## config.mk

```make
export PLATFORM = sky130hd
export DESIGN_NAME = integer_infix_expression_evaluator_top
export DESIGN_NICKNAME = d
export VERILOG_FILES = /design/src/rtl/core/iie_pkg.sv /design/src/rtl/core/iie_front.sv /design/src/rtl/core/iie_tokq.sv /design/src/rtl/core/iie_back.sv /design/src/rtl/core/integer_infix_expression_evaluator_top.sv
export SDC_FILE = /design/constraint.sdc
export NUM_CORES = 2
export LEC_CHECK = 0
export BUFFER_PORTS_ARGS = -buffer_cell sky130_fd_sc_hd__buf_2
export CORE_ASPECT_RATIO = 0.6
export CORE_MARGIN = 2
export CORE_UTILIZATION = 45
export CTS_CLUSTER_SIZE = 30
export DETAILED_ROUTE_END_ITERATION = 6
export PLACE_DENSITY = 0.69
export SLEW_MARGIN = 40
export SYNTH_ARGS = -nofsm -noshare
export SYNTH_HDL_FRONTEND = slang
export SYNTH_HIERARCHICAL = 1
export SYNTH_SLANG_ARGS = --single-unit
```

## constraint.sdc

```tcl
create_clock -name clock -period 14.85 [get_ports clock]
set_input_delay 1.485 -clock clock [delete_from_list [all_inputs] [get_ports clock]]
set_output_delay 1.485 -clock clock [all_outputs]
set_load 0.01 [all_outputs]
```

## src/rtl/core/iie_pkg.sv

```systemverilog
`timescale 1ns / 1ps
`default_nettype none

package iie_pkg;

   localparam int STACK_DEPTH    = 16;
   localparam int VALUE_WIDTH    = 32;
   localparam int CNT_WIDTH      = $clog2(STACK_DEPTH + 1);
   localparam int IDX_WIDTH      = (STACK_DEPTH > 1) ? $clog2(STACK_DEPTH) : 1;
   localparam int TOKQ_DEPTH     = 4;
   localparam int TOKQ_IDX_WIDTH = $clog2(TOKQ_DEPTH);
   localparam int TOKQ_CNT_WIDTH = $clog2(TOKQ_DEPTH + 1);
   localparam int DIV_CNT_WIDTH  = $clog2(VALUE_WIDTH);

   localparam logic [7:0] CH_LPAREN = 8'h28;
   localparam logic [7:0] CH_RPAREN = 8'h29;
   localparam logic [7:0] CH_ADD    = 8'h2B;
   localparam logic [7:0] CH_SUB    = 8'h2D;
   localparam logic [7:0] CH_MUL    = 8'h2A;
   localparam logic [7:0] CH_DIV    = 8'h2F;
   localparam logic [7:0] CH_MOD    = 8'h25;
   localparam logic [7:0] CH_ZERO   = 8'h30;
   localparam logic [7:0] CH_NINE   = 8'h39;

   typedef logic [VALUE_WIDTH-1:0] value_type;

   typedef enum logic [2:0] {
      OPC_LPAREN = 3'd1,
      OPC_ADD    = 3'd2,
      OPC_SUB    = 3'd3,
      OPC_MUL    = 3'd4,
      OPC_DIV    = 3'd5,
      OPC_MOD    = 3'd6
   } opcode_type;

   typedef enum logic [1:0] {
      ST_OK       = 2'd0,
      ST_DIVZERO  = 2'd1,
      ST_PAREN    = 2'd2,
      ST_OVERFLOW = 2'd3
   } status_type;

   typedef enum logic [2:0] {
      TK_NONE  = 3'd0,
      TK_DIGIT = 3'd1,
      TK_OPEN  = 3'd2,
      TK_CLOSE = 3'd3,
      TK_OP    = 3'd4
   } token_kind_type;

   typedef struct packed {
      token_kind_type kind;
      logic [3:0]     digit;
      opcode_type     op;
      logic           last;
   } token_type;

   typedef struct packed {
      logic [7:0] char_code;
      logic       last;
   } req_type;

   typedef struct packed {
      logic signed [31:0] value;
      status_type         status;
   } rsp_type;

   typedef struct packed {
      logic [CNT_WIDTH-1:0] opnd_cnt;
      logic [CNT_WIDTH-1:0] oper_cnt;
   } back_status_type;

   function automatic logic [1:0] prec(input opcode_type op);
      logic [1:0] p;
      case (op)
         OPC_ADD, OPC_SUB:          p = 2'd1;
         OPC_MUL, OPC_DIV, OPC_MOD: p = 2'd2;
         default:                   p = 2'd0;
      endcase
      return p;
   endfunction

endpackage

`default_nettype wire

```

## src/rtl/core/iie_front.sv

```systemverilog
`timescale 1ns / 1ps
`default_nettype none

// character classifier
module iie_front (
   input  iie_pkg::req_type   req_in,
   output iie_pkg::token_type tok_out
);

   always_comb begin
      tok_out.kind  = iie_pkg::TK_NONE;
      tok_out.digit = 4'(req_in.char_code - iie_pkg::CH_ZERO);
      tok_out.op    = iie_pkg::OPC_ADD;
      tok_out.last  = req_in.last;
      if (req_in.char_code >= iie_pkg::CH_ZERO && req_in.char_code <= iie_pkg::CH_NINE) begin
         tok_out.kind = iie_pkg::TK_DIGIT;
      end else begin
         case (req_in.char_code)
            iie_pkg::CH_LPAREN: tok_out.kind = iie_pkg::TK_OPEN;
            iie_pkg::CH_RPAREN: tok_out.kind = iie_pkg::TK_CLOSE;
            iie_pkg::CH_ADD: begin
               tok_out.kind = iie_pkg::TK_OP;
               tok_out.op   = iie_pkg::OPC_ADD;
            end
            iie_pkg::CH_SUB: begin
               tok_out.kind = iie_pkg::TK_OP;
               tok_out.op   = iie_pkg::OPC_SUB;
            end
            iie_pkg::CH_MUL: begin
               tok_out.kind = iie_pkg::TK_OP;
               tok_out.op   = iie_pkg::OPC_MUL;
            end
            iie_pkg::CH_DIV: begin
               tok_out.kind = iie_pkg::TK_OP;
               tok_out.op   = iie_pkg::OPC_DIV;
            end
            iie_pkg::CH_MOD: begin
               tok_out.kind = iie_pkg::TK_OP;
               tok_out.op   = iie_pkg::OPC_MOD;
            end
            default: tok_out.kind = iie_pkg::TK_NONE;
         endcase
      end
   end

endmodule

`default_nettype wire

```

## src/rtl/core/iie_tokq.sv

```systemverilog
`timescale 1ns / 1ps
`default_nettype none

// small token queue between classifier and executor
module iie_tokq (
   input  logic               clock,
   input  logic               reset,
   input  logic               push,
   input  iie_pkg::token_type push_data,
   output logic               full,
   input  logic               pop,
   output iie_pkg::token_type pop_data,
   output logic               empty
);

   iie_pkg::token_type                   entry_ff [iie_pkg::TOKQ_DEPTH];
   logic [iie_pkg::TOKQ_IDX_WIDTH-1:0]   wr_ptr_ff, wr_ptr_in;
   logic [iie_pkg::TOKQ_IDX_WIDTH-1:0]   rd_ptr_ff, rd_ptr_in;
   logic [iie_pkg::TOKQ_CNT_WIDTH-1:0]   cnt_ff, cnt_in;
   logic                                 do_push, do_pop;

   assign full     = (cnt_ff == iie_pkg::TOKQ_CNT_WIDTH'(iie_pkg::TOKQ_DEPTH));
   assign empty    = (cnt_ff == '0);
   assign do_push  = push && !full;
   assign do_pop   = pop && !empty;
   assign pop_data = entry_ff[rd_ptr_ff];

   always_comb begin
      wr_ptr_in = do_push ? wr_ptr_ff + 1'b1 : wr_ptr_ff;
      rd_ptr_in = do_pop ? rd_ptr_ff + 1'b1 : rd_ptr_ff;
      cnt_in    = cnt_ff;
      if (do_push && !do_pop) begin
         cnt_in = cnt_ff + 1'b1;
      end else if (do_pop && !do_push) begin
         cnt_in = cnt_ff - 1'b1;
      end
   end

   always_ff @(posedge clock) begin
      if (reset) begin
         wr_ptr_ff <= '0;
         rd_ptr_ff <= '0;
         cnt_ff    <= '0;
      end else begin
         wr_ptr_ff <= wr_ptr_in;
         rd_ptr_ff <= rd_ptr_in;
         cnt_ff    <= cnt_in;
      end
   end

   always_ff @(posedge clock) begin
      if (do_push) begin
         entry_ff[wr_ptr_ff] <= push_data;
      end
   end

endmodule

`default_nettype wire

```

## src/rtl/core/iie_back.sv

```systemverilog
`timescale 1ns / 1ps
`default_nettype none

// token executor: operand/operator stacks, ALU, iterative divider
module iie_back (
   input  logic                     clock,
   input  logic                     reset,
   input  iie_pkg::token_type       tok,
   input  logic                     tok_empty,
   output logic                     tok_pop,
   output iie_pkg::rsp_type         rsp_data,
   output logic                     rsp_empty,
   input  logic                     rsp_pop,
   output iie_pkg::back_status_type status
);

   localparam int W  = iie_pkg::VALUE_WIDTH;
   localparam int CW = iie_pkg::CNT_WIDTH;
   localparam int IW = iie_pkg::IDX_WIDTH;

   typedef enum logic [5:0] {
      S_IDLE   = 6'b000001,
      S_WAIT   = 6'b000010,
      S_LOOP   = 6'b000100,
      S_EXEC   = 6'b001000,
      S_DIV    = 6'b010000,
      S_DIVEND = 6'b100000
   } state_type;

   typedef enum logic [1:0] {
      MODE_OP    = 2'd0,
      MODE_CLOSE = 2'd1,
      MODE_END   = 2'd2
   } mode_type;

   state_type              state_ff, state_in;
   mode_type               mode_ff, mode_in;
   iie_pkg::opcode_type    pend_ff, pend_in;
   iie_pkg::opcode_type    op_ff, op_in;
   logic                   last_ff, last_in;
   iie_pkg::value_type     acc_ff, acc_in;
   logic                   in_num_ff, in_num_in;
   iie_pkg::status_type    err_ff, err_in;
   logic [CW-1:0]          opnd_cnt_ff, opnd_cnt_in;
   logic [CW-1:0]          oper_cnt_ff, oper_cnt_in;
   iie_pkg::value_type     a_ff, a_in, b_ff, b_in;
   iie_pkg::value_type     rem_ff, rem_in, quo_ff, quo_in, dvs_ff, dvs_in;
   logic [iie_pkg::DIV_CNT_WIDTH-1:0] dcnt_ff, dcnt_in;
   logic                   neg_q_ff, neg_q_in, neg_r_ff, neg_r_in;
   logic                   out_valid_ff, out_valid_in;
   iie_pkg::rsp_type       out_ff, out_in;

   iie_pkg::value_type     opnd_mem [iie_pkg::STACK_DEPTH];
   iie_pkg::value_type     rd_top_ff, rd_sub_ff;
   iie_pkg::opcode_type    oper_stk_ff [iie_pkg::STACK_DEPTH];

   logic                   wr_en;
   logic [IW-1:0]          wr_addr;
   iie_pkg::value_type     wr_data;
   logic                   op_wr_en;
   logic [IW-1:0]          op_wr_addr;
   iie_pkg::opcode_type    op_wr_data;

   logic [CW-1:0]          opnd_m1, opnd_m2, oper_m1;
   iie_pkg::opcode_type    top_op;
   logic                   has_op;
   iie_pkg::value_type     acc_dig, ma, mb, alu_res, div_res;
   logic [W:0]             shifted;
   logic                   ge;
   logic                   opnd_full, oper_full;

   assign opnd_m1   = opnd_cnt_ff - CW'(1);
   assign opnd_m2   = opnd_cnt_ff - CW'(2);
   assign oper_m1   = oper_cnt_ff - CW'(1);
   assign top_op    = oper_stk_ff[oper_m1[IW-1:0]];
   assign has_op    = (oper_cnt_ff != '0);
   assign opnd_full = (opnd_cnt_ff >= CW'(iie_pkg::STACK_DEPTH));
   assign oper_full = (oper_cnt_ff >= CW'(iie_pkg::STACK_DEPTH));
   assign acc_dig   = (acc_ff << 3) + (acc_ff << 1) + W'(tok.digit);
   assign ma        = a_ff[W-1] ? (~a_ff + 1'b1) : a_ff;
   assign mb        = b_ff[W-1] ? (~b_ff + 1'b1) : b_ff;
   assign shifted   = {rem_ff, quo_ff[W-1]};
   assign ge        = (shifted >= {1'b0, dvs_ff});

   assign rsp_data  = out_ff;
   assign rsp_empty = !out_valid_ff;
   assign status.opnd_cnt = opnd_cnt_ff;
   assign status.oper_cnt = oper_cnt_ff;

   always_comb begin
      case (op_ff)
         iie_pkg::OPC_ADD: alu_res = a_ff + b_ff;
         iie_pkg::OPC_SUB: alu_res = a_ff - b_ff;
         iie_pkg::OPC_MUL: alu_res = W'(a_ff * b_ff);
         default:          alu_res = '0;
      endcase
      if (op_ff == iie_pkg::OPC_DIV) begin
         div_res = neg_q_ff ? (~quo_ff + 1'b1) : quo_ff;
      end else begin
         div_res = neg_r_ff ? (~rem_ff + 1'b1) : rem_ff;
      end
   end

   always_comb begin
      state_in     = state_ff;
      mode_in      = mode_ff;
      pend_in      = pend_ff;
      op_in        = op_ff;
      last_in      = last_ff;
      acc_in       = acc_ff;
      in_num_in    = in_num_ff;
      err_in       = err_ff;
      opnd_cnt_in  = opnd_cnt_ff;
      oper_cnt_in  = oper_cnt_ff;
      a_in         = a_ff;
      b_in         = b_ff;
      rem_in       = rem_ff;
      quo_in       = quo_ff;
      dvs_in       = dvs_ff;
      dcnt_in      = dcnt_ff;
      neg_q_in     = neg_q_ff;
      neg_r_in     = neg_r_ff;
      out_valid_in = out_valid_ff && !rsp_pop;
      out_in       = out_ff;
      tok_pop      = 1'b0;
      wr_en        = 1'b0;
      wr_addr      = opnd_cnt_ff[IW-1:0];
      wr_data      = acc_ff;
      op_wr_en     = 1'b0;
      op_wr_addr   = oper_cnt_ff[IW-1:0];
      op_wr_data   = iie_pkg::OPC_LPAREN;

      case (state_ff)
         S_IDLE: begin
            if (!tok_empty) begin
               tok_pop = 1'b1;
               last_in = tok.last;
               if (err_ff != iie_pkg::ST_OK) begin
                  if (tok.last) begin
                     mode_in  = MODE_END;
                     state_in = S_WAIT;
                  end
               end else if (tok.kind == iie_pkg::TK_DIGIT) begin
                  if (tok.last) begin
                     if (opnd_full) begin
                        err_in = iie_pkg::ST_OVERFLOW;
                     end else begin
                        wr_en       = 1'b1;
                        wr_data     = acc_dig;
                        opnd_cnt_in = opnd_cnt_ff + 1'b1;
                     end
                     acc_in    = '0;
                     in_num_in = 1'b0;
                     mode_in   = MODE_END;
                     state_in  = S_WAIT;
                  end else begin
                     acc_in    = acc_dig;
                     in_num_in = 1'b1;
                  end
               end else begin
                  // flush a pending number first
                  if (in_num_ff) begin
                     if (opnd_full) begin
                        err_in = iie_pkg::ST_OVERFLOW;
                     end else begin
                        wr_en       = 1'b1;
                        opnd_cnt_in = opnd_cnt_ff + 1'b1;
                     end
                     acc_in    = '0;
                     in_num_in = 1'b0;
                  end
                  if (in_num_ff && opnd_full) begin
                     if (tok.last) begin
                        mode_in  = MODE_END;
                        state_in = S_WAIT;
                     end
                  end else begin
                     case (tok.kind)
                        iie_pkg::TK_OPEN: begin
                           if (oper_full) begin
                              err_in = iie_pkg::ST_OVERFLOW;
                           end else begin
                              op_wr_en    = 1'b1;
                              oper_cnt_in = oper_cnt_ff + 1'b1;
                           end
                           if (tok.last) begin
                              mode_in  = MODE_END;
                              state_in = S_WAIT;
                           end
                        end
                        iie_pkg::TK_CLOSE: begin
                           mode_in  = MODE_CLOSE;
                           state_in = S_WAIT;
                        end
                        iie_pkg::TK_OP: begin
                           mode_in  = MODE_OP;
                           pend_in  = tok.op;
                           state_in = S_WAIT;
                        end
                        default: begin
                           if (tok.last) begin
                              mode_in  = MODE_END;
                              state_in = S_WAIT;
                           end
                        end
                     endcase
                  end
               end
            end
         end

         // stack read data lands after this cycle
         S_WAIT: state_in = S_LOOP;

         S_LOOP: begin
            if (err_ff != iie_pkg::ST_OK && mode_ff != MODE_END) begin
               if (last_ff) mode_in = MODE_END;
               else state_in = S_IDLE;
            end else begin
               logic do_red;
               logic done_tok;
               logic emit;
               do_red   = 1'b0;
               done_tok = 1'b0;
               emit     = 1'b0;
               case (mode_ff)
                  MODE_OP: begin
                     if (has_op && iie_pkg::prec(top_op) >= iie_pkg::prec(pend_ff)) begin
                        do_red = 1'b1;
                     end else begin
                        if (oper_full) begin
                           err_in = iie_pkg::ST_OVERFLOW;
                        end else begin
                           op_wr_en    = 1'b1;
                           op_wr_data  = pend_ff;
                           oper_cnt_in = oper_cnt_ff + 1'b1;
                        end
                        done_tok = 1'b1;
                     end
                  end
                  MODE_CLOSE: begin
                     if (has_op && top_op != iie_pkg::OPC_LPAREN) begin
                        do_red = 1'b1;
                     end else begin
                        if (!has_op) err_in = iie_pkg::ST_PAREN;
                        else oper_cnt_in = oper_m1;
                        done_tok = 1'b1;
                     end
                  end
                  default: begin
                     if (err_ff != iie_pkg::ST_OK || !has_op) begin
                        emit = 1'b1;
                     end else if (top_op == iie_pkg::OPC_LPAREN) begin
                        err_in = iie_pkg::ST_PAREN;
                     end else begin
                        do_red = 1'b1;
                     end
                  end
               endcase
               if (do_red) begin
                  op_in       = top_op;
                  oper_cnt_in = oper_m1;
                  b_in        = (opnd_cnt_ff >= CW'(1)) ? rd_top_ff : '0;
                  a_in        = (opnd_cnt_ff >= CW'(2)) ? rd_sub_ff : '0;
                  opnd_cnt_in = (opnd_cnt_ff >= CW'(2)) ? opnd_m2 : '0;
                  state_in    = S_EXEC;
               end
               if (done_tok) begin
                  if (last_ff) begin
                     mode_in  = MODE_END;
                     state_in = S_WAIT;
                  end else begin
                     state_in = S_IDLE;
                  end
               end
               if (emit && (!out_valid_ff || rsp_pop)) begin
                  out_valid_in  = 1'b1;
                  out_in.status = err_ff;
                  out_in.value  = (err_ff == iie_pkg::ST_OK && opnd_cnt_ff != '0) ?
                                  32'(rd_top_ff) : '0;
                  opnd_cnt_in   = '0;
                  oper_cnt_in   = '0;
                  acc_in        = '0;
                  in_num_in     = 1'b0;
                  err_in        = iie_pkg::ST_OK;
                  state_in      = S_IDLE;
               end
            end
         end

         S_EXEC: begin
            if (op_ff == iie_pkg::OPC_DIV || op_ff == iie_pkg::OPC_MOD) begin
               if (mb == '0) begin
                  err_in = iie_pkg::ST_DIVZERO;
                  if (last_ff) begin
                     mode_in  = MODE_END;
                     state_in = S_WAIT;
                  end else begin
                     state_in = S_IDLE;
                  end
               end else begin
                  rem_in   = '0;
                  quo_in   = ma;
                  dvs_in   = mb;
                  dcnt_in  = '0;
                  neg_q_in = a_ff[W-1] ^ b_ff[W-1];
                  neg_r_in = a_ff[W-1];
                  state_in = S_DIV;
               end
            end else begin
               if (opnd_full) begin
                  err_in = iie_pkg::ST_OVERFLOW;
               end else begin
                  wr_en       = 1'b1;
                  wr_data     = alu_res;
                  opnd_cnt_in = opnd_cnt_ff + 1'b1;
               end
               state_in = S_WAIT;
            end
         end

         // restoring divide, one quotient bit per cycle
         S_DIV: begin
            rem_in  = ge ? W'(shifted - {1'b0, dvs_ff}) : shifted[W-1:0];
            quo_in  = {quo_ff[W-2:0], ge};
            dcnt_in = dcnt_ff + 1'b1;
            if (dcnt_ff == iie_pkg::DIV_CNT_WIDTH'(W - 1)) state_in = S_DIVEND;
         end

         S_DIVEND: begin
            if (opnd_full) begin
               err_in = iie_pkg::ST_OVERFLOW;
            end else begin
               wr_en       = 1'b1;
               wr_data     = div_res;
               opnd_cnt_in = opnd_cnt_ff + 1'b1;
            end
            state_in = S_WAIT;
         end

         default: state_in = S_IDLE;
      endcase
   end

   always_ff @(posedge clock) begin
      if (reset) begin
         state_ff     <= S_IDLE;
         mode_ff      <= MODE_END;
         last_ff      <= 1'b0;
         acc_ff       <= '0;
         in_num_ff    <= 1'b0;
         err_ff       <= iie_pkg::ST_OK;
         opnd_cnt_ff  <= '0;
         oper_cnt_ff  <= '0;
         dcnt_ff      <= '0;
         out_valid_ff <= 1'b0;
      end else begin
         state_ff     <= state_in;
         mode_ff      <= mode_in;
         last_ff      <= last_in;
         acc_ff       <= acc_in;
         in_num_ff    <= in_num_in;
         err_ff       <= err_in;
         opnd_cnt_ff  <= opnd_cnt_in;
         oper_cnt_ff  <= oper_cnt_in;
         dcnt_ff      <= dcnt_in;
         out_valid_ff <= out_valid_in;
      end
   end

   always_ff @(posedge clock) begin
      pend_ff  <= pend_in;
      op_ff    <= op_in;
      a_ff     <= a_in;
      b_ff     <= b_in;
      rem_ff   <= rem_in;
      quo_ff   <= quo_in;
      dvs_ff   <= dvs_in;
      neg_q_ff <= neg_q_in;
      neg_r_ff <= neg_r_in;
      out_ff   <= out_in;
   end

   // operand stack memory, two registered read ports
   always_ff @(posedge clock) begin
      if (wr_en) opnd_mem[wr_addr] <= wr_data;
      rd_top_ff <= opnd_mem[opnd_m1[IW-1:0]];
      rd_sub_ff <= opnd_mem[opnd_m2[IW-1:0]];
   end

   always_ff @(posedge clock) begin
      if (op_wr_en) oper_stk_ff[op_wr_addr] <= op_wr_data;
   end

endmodule

`default_nettype wire

```

## src/rtl/core/integer_infix_expression_evaluator_top.sv

```systemverilog
`timescale 1ns / 1ps
`default_nettype none

// Integer infix expression evaluator. Push one ASCII character per request
// (req_data.char_code) and mark the final one with req_data.last; one result
// (32-bit wrapping value and a 2-bit status) then appears on rsp_data. Digits
// build numbers, + - * / % ( ) are operators, all else is skipped; * / % bind
// tighter than + -, equal levels go left to right, / and % truncate toward
// zero. Any error (divide by zero, unbalanced parentheses, stack overflow)
// gives value 0. A digit, an opening parenthesis or a skipped character is
// taken in the executor's idle state; an operator or closing parenthesis
// first reduces stacked operators as precedence or parentheses require,
// each divide or modulo going through the bit-serial divider. The final
// character also reduces every operator still stacked, then loads the
// result. The classifier feeds a 4-entry token queue, so requests keep
// flowing while the executor works until the queue fills; the result
// sits in a one-entry output register until popped.
module integer_infix_expression_evaluator_top (
   input  logic             clock,
   input  logic             reset,
   input  logic             req_push,
   output logic             req_full,
   input  iie_pkg::req_type req_data,
   output logic             rsp_empty,
   input  logic             rsp_pop,
   output iie_pkg::rsp_type rsp_data
);

   iie_pkg::token_type       front_tok;
   iie_pkg::token_type       q_tok;
   logic                     q_empty;
   logic                     q_pop;
   iie_pkg::back_status_type bstat;

   // classify each character into a token
   iie_front u_front (
      .req_in  (req_data),
      .tok_out (front_tok)
   );

   // decouples request side from the executor
   iie_tokq u_tokq (
      .clock     (clock),
      .reset     (reset),
      .push      (req_push),
      .push_data (front_tok),
      .full      (req_full),
      .pop       (q_pop),
      .pop_data  (q_tok),
      .empty     (q_empty)
   );

   // stack machine and divider
   iie_back u_back (
      .clock     (clock),
      .reset     (reset),
      .tok       (q_tok),
      .tok_empty (q_empty),
      .tok_pop   (q_pop),
      .rsp_data  (rsp_data),
      .rsp_empty (rsp_empty),
      .rsp_pop   (rsp_pop),
      .status    (bstat)
   );

`ifndef SYNTH
   a_stack_bound: assert property (@(posedge clock) disable iff (reset)
      bstat.opnd_cnt <= iie_pkg::CNT_WIDTH'(iie_pkg::STACK_DEPTH) &&
      bstat.oper_cnt <= iie_pkg::CNT_WIDTH'(iie_pkg::STACK_DEPTH))
      else $error("stack count beyond depth");

   a_err_zero: assert property (@(posedge clock) disable iff (reset)
      (!rsp_empty && rsp_data.status != iie_pkg::ST_OK) |-> rsp_data.value == 0)
      else $error("error result with nonzero value");

   a_reset_clean: assert property (@(posedge clock)
      reset |=> (rsp_empty && !req_full))
      else $error("queues not clear after reset");
`endif

endmodule

`default_nettype wire
```

==> results.json <==
{
  "hold_depth": 1,
  "place.detailed.hpwl_um": 135000,
  "synth_nets": 6012,
  "final_core_util": 0.496,
  "finalClockSkew_ns": 0.0476,
  "ant_nets": 0,
  "critPathTopFamily": "adder cells",
  "final_common_cell": "edfxtp_1",
  "syn_avg_cell_area_um2": 12.2,
  "grt_pass1_vias": 43975,
  "crit_cells": 23,
  "clock_latency_ns": 0.72,
  "finalCriticalPeriod_ns": 9.08,
  "dieWidth_um": 494,
  "synth_edf_count": 806,
  "rrSetupSlack_ns": 5.77,
  "finalNetCount": 5963,
  "clkTransAtPathRegs_ns": 0.07,
  "yosysWarnings": 6,
  "drive_gt1_frac": 0.141,
  "grt_pass1_wl_um": 292000,
  "vdd_drop_max_mv": 0.194,
  "fmax_ghz": 0.110,
  "yosysSeqAreaShare": 0.414,
  "postCtsResizedCells": 0,
  "synth.distinct_cells": 90,
  "track_usage": 0.265,
  "cts_buffers": 88,
  "dr.pass1.iters": 7,
  "viasPerCell": 6.22,
  "critPathBufInv": 4,
  "critPathArrivalTime_ns": 9.23,
  "hold_class": "reg2reg",
  "fin_crit_sh": 0.611,
  "syn_to_final_growth_pct": 9.01,
  "die_h_um": 298,
  "cts_sinks": 939,
  "setup_violations": 0,
  "synth_flop_cell": "edfxtp_1",
  "power.leakage_nw": 25.0,
  "io_buffers": 48,
  "netlist_area_um2": 64800,
  "start_util": 0.455,
  "maxCapViolations": 0,
  "cp_data_required_time_ns": 15.00,
  "rsz0062_at_grt": "no",
  "cts_root_buf": "clkbuf_16",
  "ys_ff_latch": 939,
  "synthCells": 5314,
  "fin_setup_tns_ns": 0,
  "drv_slew": 0,
  "worstSetupPathType": "reg2reg",
  "routed-via-count": 45137,
  "path_max_fanout": 18,
  "reg2regPathDepth": 23,
  "grt_max_degree": 65,
  "post_cts.repair.setup_buffers": 0,
  "drt_iter0_markers": 6788,
  "start_kind": "flop",
  "wirelength_um": 195000,
  "violations": "DRC",
  "core_area_um2": 142000,
  "antenna_found_initial": 15,
  "async_flop_share": 0,
  "hold_viol_final": 0,
  "slew_headroom": 0.341,
  "crit_chain": "and2_1 > fa_1 > inv_1 > fa_1 > fa_1 > inv_1 > fa_1 > ha_1 > ha_1 > inv_1 > fa_1 > inv_1 > fa_1 > ha_1 > o21ai_0 > o31ai_1 > a41oi_1 > o21ai_0 > a31oi_1 > o21ai_0 > nor4b_1 > o21ai_0 > nand4_1",
  "drc_errors": 8,
  "power.density_nw_per_um2": 138,
  "grt_overflow": 0,
  "wl_per_cell_um": 26.9,
  "slowest_delay_ns": 0.70,
  "tightest_slew_ns": 0.983,
  "crit_path_end_kind": "flop",
  "nFillCells": 12291,
  "cts_tree": "done",
  "gp_congestion": 0.998,
  "ctsHtreeMaxLevel": 3,
  "status": "finished, violations left",
  "crit_slowest_cell": "nand4_1",
  "ioPinCount": 49,
  "mostFrequentLayoutCells": "edfxtp_1 (806), inv_1 (470), nand2_1 (457)",
  "row_count": 107,
  "dieArea_um2": 147000,
  "clk_path_buf_depth": 3,
  "crit_top_cell": "fa_1",
  "postCtsHoldBufs": 0
}
-- flip-flops by register name (all words and copies together), names as in the netlist, 34 cells and up, named ones only --
register / count
u_back/opnd_mem: 512
u_back/oper_stk_ff: 48
u_tokq/entry_ff: 44
u_back/rsp_data: 34
-- worst reg2reg max path, cell delays in order (launching register included) --
cell and delay, ns:
edfxtp_1 0.68, and2_1 0.31, fa_1 0.50, inv_1 0.05, fa_1 0.46, fa_1 0.52, inv_1 0.07, fa_1 0.54
ha_1 0.23, ha_1 0.28, inv_1 0.05, fa_1 0.48, inv_1 0.05, fa_1 0.43, ha_1 0.35, o21ai_0 0.13
o31ai_1 0.53, a41oi_1 0.29, o21ai_0 0.67, a31oi_1 0.44, o21ai_0 0.44, nor4b_1 0.12, o21ai_0 0.20, nand4_1 0.70
-- layer usage --
metal | share of wire | GRT usage | vias to the layer above
met5 | 0.00024 | 0 | -
met4 | 0.021 | 0.0542 | 6
met3 | 0.15 | 0.0919 | 318
met2 | 0.41 | 0.363 | 2882
met1 | 0.42 | 0.404 | 22987
li1 | - | - | 18944
-- path summary, 6_finish.rpt --
check	start	to
hold reg to reg	u_back/rd_sub_ff[0]	u_back/a_ff[0]
setup / recovery	u_back/a_ff[6]	u_back/opnd_mem[7][28]
setup reg to reg	u_back/a_ff[6]	u_back/opnd_mem[7][28]
hold / removal	u_back/rd_sub_ff[0]	u_back/a_ff[0]
-- power breakdown --
part / internal (mW) / total, mW / switching, mW
Combinational: 1.58 / 4.25 / 2.66
Clock: 1.25 / 2.31 / 1.06
Sequential: 3.03 / 3.15 / 0.121
Total: 5.87 / 9.72 / 3.85
-- synth_stat cells (36+ instances only) --
| cell | n | area (um2) |
|---|---|---|
| a211oi_1 | 36 | 270 |
| a21o_1 | 45 | 338 |
| a21oi_1 | 165 | 826 |
| and2_1 | 412 | 2580 |
| clkbuf_1 | 269 | 1010 |
| dfxtp_1 | 133 | 2660 |
| edfxtp_1 | 806 | 24200 |
| fa_1 | 413 | 8270 |
| ha_1 | 272 | 3400 |
| inv_1 | 470 | 1760 |
| mux4_2 | 345 | 7770 |
| nand2_1 | 458 | 1720 |
| nand2b_1 | 44 | 275 |
| nand3_1 | 57 | 285 |
| nor2_1 | 219 | 822 |
| nor3_1 | 62 | 310 |
| o21ai_0 | 188 | 941 |
| o31ai_1 | 40 | 300 |
| xnor2_1 | 188 | 1650 |
| xor2_1 | 139 | 1220 |
-- logic make-up after synthesis --
| kind of cell | Yosys count | synth area share |
|---|---|---|
| XOR/XNOR | 327 | 0.0442 |
| flip-flops | 939 | 0.414 |
| adder cells (fa/ha/maj) | 685 | 0.180 |
| AND/OR/NAND/NOR | 1444 | 0.113 |
| AO/OA/AOI/OAI | 770 | 0.0787 |
| buffers and inverters | 785 | 0.0464 |
| multiplexers | 364 | 0.123 |
-- through the flow --
step	std cells	cell area [um2]	hold slack (ns)	total power, mW	worst slack (ns)
floorplan	5314	64800	0.424	5.85	6.54
global placement	7068	67300	0.490	7.18	6.10
detailed placement	7080	67600	0.490	7.26	6.07
CTS	7246	70500	0.506	9.58	6.03
global route	7248	70600	0.518	10.1	5.33
finish	7251	70700	0.504	9.72	5.77
-- layout make-up --
class                      instances  area, um2  share of cell area
multi-input combinational       3590      35400               0.501
sequential                       939      26900               0.380
tap                             1907       2390              0.0338
clock buffer                     114       2360              0.0334
inverter                         470       1760              0.0250
timing repair buffer             176       1330              0.0188
clock inverter                    52        554             0.00784
antenna                            3       7.51            0.000106
No activity file was read; power rests on OpenSTA's default activity.
